[src/sgr_pkg.sv]
// sgr_pkg: shared constants, codes, types and helpers of the segmented group reduce block.
// No dependencies; used by sgr_mul, segmented_group_reduce and the bench.
`default_nettype none

package sgr_pkg;

   localparam int MAX_GROUPS = 1024;
   localparam int GROUP_W    = $clog2(MAX_GROUPS);
   localparam int CNT_W      = 11;                 // group_count register width
   localparam int DATA_W     = 64;
   localparam int HALF_W     = DATA_W / 2;

   localparam int OP_W       = 2;
   localparam int MODE_W     = 3;
   localparam int EW_W       = 2;
   localparam int CSR_IDX_W  = 2;
   localparam int CSR_DATA_W = CNT_W;

   localparam logic [OP_W-1:0] OP_ACC   = 2'd0;
   localparam logic [OP_W-1:0] OP_READ  = 2'd1;
   localparam logic [OP_W-1:0] OP_CLEAR = 2'd2;

   localparam logic [MODE_W-1:0] MODE_COUNT = 3'd0;
   localparam logic [MODE_W-1:0] MODE_SUM   = 3'd1;
   localparam logic [MODE_W-1:0] MODE_PROD  = 3'd2;
   localparam logic [MODE_W-1:0] MODE_ANY   = 3'd3;
   localparam logic [MODE_W-1:0] MODE_ALL   = 3'd4;

   localparam logic [EW_W-1:0] EW_8  = 2'd0;
   localparam logic [EW_W-1:0] EW_16 = 2'd1;
   localparam logic [EW_W-1:0] EW_32 = 2'd2;
   localparam logic [EW_W-1:0] EW_64 = 2'd3;

   localparam logic [CSR_IDX_W-1:0] CSR_MODE  = 2'd0;
   localparam logic [CSR_IDX_W-1:0] CSR_WIDTH = 2'd1;
   localparam logic [CSR_IDX_W-1:0] CSR_COUNT = 2'd2;

   localparam logic [MODE_W-1:0] MODE_RESET  = MODE_COUNT;
   localparam logic [EW_W-1:0]   EW_RESET    = EW_64;
   localparam logic [CNT_W-1:0]  COUNT_RESET = CNT_W'(MAX_GROUPS);

   // start request to the iterative multiplier
   typedef struct packed {
      logic              start;
      logic [DATA_W-1:0] a;
      logic [DATA_W-1:0] b;
   } mul_req_type;

   function automatic logic [DATA_W-1:0] width_mask(input logic [EW_W-1:0] ew);
      logic [DATA_W-1:0] m;
      case (ew)
         EW_8:    m = 64'h0000_0000_0000_00FF;
         EW_16:   m = 64'h0000_0000_0000_FFFF;
         EW_32:   m = 64'h0000_0000_FFFF_FFFF;
         default: m = 64'hFFFF_FFFF_FFFF_FFFF;
      endcase
      return m;
   endfunction

endpackage

`default_nettype wire

[src/sgr_mul.sv]
// sgr_mul: low 64 bits of a 64x64 product from one shared 32x32 multiplier over three passes.
// Depends on sgr_pkg.
`default_nettype none

module sgr_mul (
   input  wire logic                      clock,
   input  wire logic                      reset,
   input  wire sgr_pkg::mul_req_type      req,
   output logic                           done,
   output logic [sgr_pkg::DATA_W-1:0]     product
);

   localparam int HW = sgr_pkg::HALF_W;

   // pass 0: a_lo*b_lo, pass 1: a_hi*b_lo, pass 2: a_lo*b_hi (cross terms shifted up)
   localparam logic [1:0] PASS_LL = 2'd0;
   localparam logic [1:0] PASS_HL = 2'd1;
   localparam logic [1:0] PASS_LH = 2'd2;

   logic [sgr_pkg::DATA_W-1:0] a_ff, b_ff;
   logic                       busy_ff, busy_in;
   logic [1:0]                 pass_ff, pass_in;
   logic                       prod_vld_ff;
   logic [1:0]                 prod_tag_ff;
   logic [sgr_pkg::DATA_W-1:0] prod_ff;
   logic [sgr_pkg::DATA_W-1:0] sum_ff, sum_in;
   logic                       done_ff, done_in;
   logic [HW-1:0]              mx, my;

   always_comb begin
      case (pass_ff)
         PASS_LL: begin
            mx = a_ff[HW-1:0];
            my = b_ff[HW-1:0];
         end
         PASS_HL: begin
            mx = a_ff[sgr_pkg::DATA_W-1:HW];
            my = b_ff[HW-1:0];
         end
         default: begin
            mx = a_ff[HW-1:0];
            my = b_ff[sgr_pkg::DATA_W-1:HW];
         end
      endcase
   end

   always_comb begin
      busy_in = busy_ff;
      pass_in = pass_ff;
      if (req.start) begin
         busy_in = 1'b1;
         pass_in = PASS_LL;
      end else if (busy_ff) begin
         pass_in = pass_ff + 2'd1;
         if (pass_ff == PASS_LH) begin
            busy_in = 1'b0;
         end
      end
   end

   always_comb begin
      sum_in  = sum_ff;
      done_in = 1'b0;
      if (req.start) begin
         sum_in = '0;
      end else if (prod_vld_ff) begin
         if (prod_tag_ff == PASS_LL) begin
            sum_in = sum_ff + prod_ff;
         end else begin
            sum_in = sum_ff + {prod_ff[HW-1:0], {HW{1'b0}}};
         end
         done_in = (prod_tag_ff == PASS_LH);
      end
   end

   always_ff @(posedge clock) begin
      if (reset) begin
         busy_ff     <= 1'b0;
         pass_ff     <= PASS_LL;
         prod_vld_ff <= 1'b0;
         done_ff     <= 1'b0;
      end else begin
         busy_ff     <= busy_in;
         pass_ff     <= pass_in;
         prod_vld_ff <= busy_ff;
         done_ff     <= done_in;
      end
   end

   always_ff @(posedge clock) begin
      if (req.start) begin
         a_ff <= req.a;
         b_ff <= req.b;
      end
      prod_ff     <= {{HW{1'b0}}, mx} * {{HW{1'b0}}, my};
      prod_tag_ff <= pass_ff;
      sum_ff      <= sum_in;
   end

   assign done    = done_ff;
   assign product = sum_ff;

endmodule

`default_nettype wire

[config.mk]
export PLATFORM = sky130hd
export DESIGN_NAME = sgr_mul
export DESIGN_NICKNAME = d
export VERILOG_FILES = /design/src/sgr_pkg.sv /design/src/sgr_mul.sv
export SDC_FILE = /design/constraint.sdc
export NUM_CORES = 2
export LEC_CHECK = 0
export CAP_MARGIN = 20
export CORE_MARGIN = 1
export CORE_UTILIZATION = 35
export DETAILED_ROUTE_END_ITERATION = 8
export DONT_BUFFER_PORTS = 1
export HOLD_SLACK_MARGIN = 0.06
export SYNTH_ARGS = -nofsm -noshare
export SYNTH_HDL_FRONTEND = slang
export SYNTH_SLANG_ARGS = --single-unit
[constraint.sdc]
create_clock -name clock -period 10.6 [get_ports clock]
set_input_delay 0 -clock clock [delete_from_list [all_inputs] [get_ports clock]]
set_output_delay 0 -clock clock [all_outputs]
set_load 0.005 [all_outputs]
==> summary.md <==
| Metric | Value |
|---|---|
| Post-synth cell types | `79` |
| Io pins | `196` |
| Synth top area cells | `fa_1 (39%), ha_1 (9.9%), edfxtp_1 (8.4%)` |
| Remaining DRCs | `0` |
| Post-synth top area share | `39.3%` |
| Initial antenna violation count | `8` |
| Initial Util | `35.3%` |
| Max clock buf depth | `3` |
| Final Hold Slack | `75.5 ps` |
| Grt ovf | `0` |
| Clk_skew | `44.4 ps` |
| CP Class | `flop to flop` |
| Cell taking the most area after synthesis | `fa_1` |
| Worst Path Required | `11060 ps` |
| # clock sinks | `263` |
| Layout cell share with drive strength beyond 1 | `under 10%` |
| CTS tree | `yes` |
| Met2 Use GR | `37.7%` |
| Post-DP HPWL | `between 100000 and 150000 µm` |
| Num CTS Buffers | `34` |
| Routed via count | `about 36000` |
| Path category of the worst min-delay check | `input pin to flop` |
| Routed Antenna Nets | `0` |
| Ys flop type | `dfxtp_1` |
| Final period utilization | `93.8%` |
| Post-synth EDFFs | `around 130` |
| Die Y | `363 µm` |
| Die boundary width | `363 µm` |
| Sequential fraction of the synthesis area | `14.3%` |
| Vias/cell | `approximately 5.3` |
| Worst-path clk slew | `~60 ps` |
| FMAX | `101 MHz` |
| Element type at the critical path start | `flop` |
| Setup_tns | `0 ps` |
| Crit path capture type | `flop` |
| Mapped Area | `45700 µm²` |
| Worst slack, placed | `734 ps` |
| Routability Congestion | `0.953` |
| Core Region | `129000 µm²` |
| Total wire length | `162000 µm` |
| Detailed Route Iter0 Violations | `3017` |
| Layout filler cell count | `12900` |
| Largest driver fanout on the critical path | `24` |
| Average size of a mapped cell | `9.16 µm²` |
| Arrival time at the worst endpoint | `between 10000 and 15000 ps` |
| Die ar. | `132000 µm²` |
| Multi-input logic area | `35200 µm²` |
| Global-route wire length before repair | `~240000 µm` |
| Top cell by count, worst path | `fa_1` |
| Area growth from synthesis to layout | `13.3%` |
| Slowest-stage cell, CP | `mux2i_2` |
| Endpoints failing setup | `0` |
| Final Hold Viols | `0` |
| Post-Synthesis Cells | `4993` |
| IO Port Bufs | `0` |
| Grt met1 use | `31.8%` |
| Met3 GRT Util | `7.36%` |
| Max-slew violation count | `0` |
| Worst-Skew Late Latency | `just over 600 ps` |
| Warnings, synthesis | `0` |
| Avg WL per Cell | `23.4 µm` |
| CP max stage delay | `890 ps` |
| Number of nets in the layout | `6536` |
| Reg area | `6550 µm²` |
| GRT busiest layer | `met2` |
| CTS root buffer | `clkbuf_16` |
| Outcome | `finished clean` |
| Slew headroom | `23.0%` |
| Worst-Margin Slew | `1130 ps` |
| RSZ-0062 raised after global routing | `false` |
| Synth Register Bits | `263` |
| # rows | `132` |
| Period minus WS final | `9940 ps` |
| Async SR Flop Fraction | `0%` |
| Total Routing Usage GR | `24.6%` |
| Max Cap Viol | `0` |
| First-pass DRT Iterations | `6` |
| H-tree levels | `2` |
| Final worst slack | `~660 ps` |
| Vias in the first global route | `37900` |
| Largest net degree at the start of global routing | `177` |
| Syn nets | `6382` |
## cell type report
| type | instances | share of cell area (%) |
|---|---|---|
| flip-flops and latches | 263 | 12.6 |
| multi-input cells | 3609 | 68.0 |
| inverters | 888 | 6.43 |
| repair buffers | 351 | 6.50 |
| clock inverters | 17 | 0.403 |
| diodes | 2 | 0.00966 |
| well taps | 1742 | 4.21 |
| clock buffers | 43 | 1.83 |
## cell families (layout without fill, tap and decap cells)
kind of cell    Yosys count  in the layout  share of synthesized area [%]
buf+inv                1121           1299                           9.21
compound gates          601            601                           8.43
other cells               0              2                              0
simple gates           1473           1473                           13.1
mux                     128            128                           2.97
fa+ha+maj              1258           1258                           49.2
flops                   263            263                           14.3
xor+xnor                149            149                           2.85
## cells in the final DEF (no fill, tap or decap), types with 7 or more instances in the layout
master / instances
nor3_1: 27
and3_1: 14
nand2_1: 548
o21bai_1: 30
clkbuf_16: 35
a21oi_1: 231
mux2i_2: 44
nand2b_1: 14
inv_1: 887
and2_1: 7
a31oi_1: 29
and4_1: 8
o21a_1: 11
a41oi_1: 8
dfxtp_1: 134
o221ai_1: 8
a211oi_1: 16
o21ai_0: 83
xnor2_1: 84
ha_1: 359
mux2_2: 61
nor2b_1: 17
dlygate4sd3_1: 255
nand3_1: 35
o41ai_1: 7
mux2i_1: 19
fa_1: 898
nor4_1: 7
nand4_1: 39
xor2_1: 65
o211ai_1: 12
nor2_1: 733
edfxtp_1: 128
buf_4: 89
a21o_1: 97
## per-layer routing
layer	part of all wire, %	vias up	routed length (µm)
met5	0.065	-	105
met4	5.4	16	8670
met3	11	380	18100
met2	43	1852	70000
met1	40	18300	64700
li1	-	15900	-
## worst max-delay path: cells and delay by family, from the launching register on
| family | cells | cell delay [ps] |
|---|---|---|
| AO/OA/AOI/OAI | 9 | 2160 |
| multiplexers | 1 | 890 |
| adder cells (fa/ha/maj) | 10 | 4750 |
| AND/OR/NAND/NOR | 3 | 600 |
| XOR/XNOR | 1 | 160 |
| flip-flops | 1 | 380 |
| buffers and inverters | 5 | 840 |
## Yosys cell counts, drive strengths merged, types with 6 or more instances
library cell,n
fa,898
and4,8
a31oi,31
xnor2,84
a21oi,233
edfxtp,128
or2,6
xor2,65
nor2b,17
a31o,6
dfxtp,135
nor4,7
inv,887
nand4,39
mux2i,67
clkbuf,210
nor2,735
and2,7
nor3,27
nand2,548
nand2b,14
and3,14
o21bai,30
o31ai,8
mux2,61
o221ai,8
a21o,98
a221oi,6
nand3,35
a211oi,17
o21ai,91
a41oi,8
o211ai,13
o41ai,8
ha,360
o21a,11
buf,23
## worst paths after layout
path / start / endpoint / slack (ps) / cells past startpoint
worst min register to register: pass_ff[1] / prod_tag_ff[1] / 400 / 0
worst max-delay path: pass_ff[1] / prod_ff[59] / 660 / 29
worst max register to register: pass_ff[1] / prod_ff[59] / 660 / 29
worst min-delay path: req[73] / a_ff[9] / 80 / 1
## per-stage QoR
stage | instances | instance area [µm²] | util (%)
global placement | 6596 | 48000 | 37.1
floorplan | 4993 | 45700 | -
CTS | 6913 | 51800 | 40.0
finish | 6915 | 51800 | 40.0
global route | 6913 | 51800 | 40.0
detailed placement | 6597 | 48100 | 37.1
## state kept, by name, summed over array words and instances, names as in the netlist
register,flops
a_ff,64
b_ff,64
prod_ff,64
product,64
pass_ff,2
prod_tag_ff,2
busy_ff,1
done,1
prod_vld_ff,1
## repair_timing
item | in CTS | in global routing
buffers inserted | 0 | 0
hold buffers | 256 | 0
gates resized for setup | 0 | 0
endpoints found under the hold margin | 316 | 0
Power is left out: the tool's default activity adds up to more than one toggle a clock period on the data nets, which glitch-free logic cannot reach.
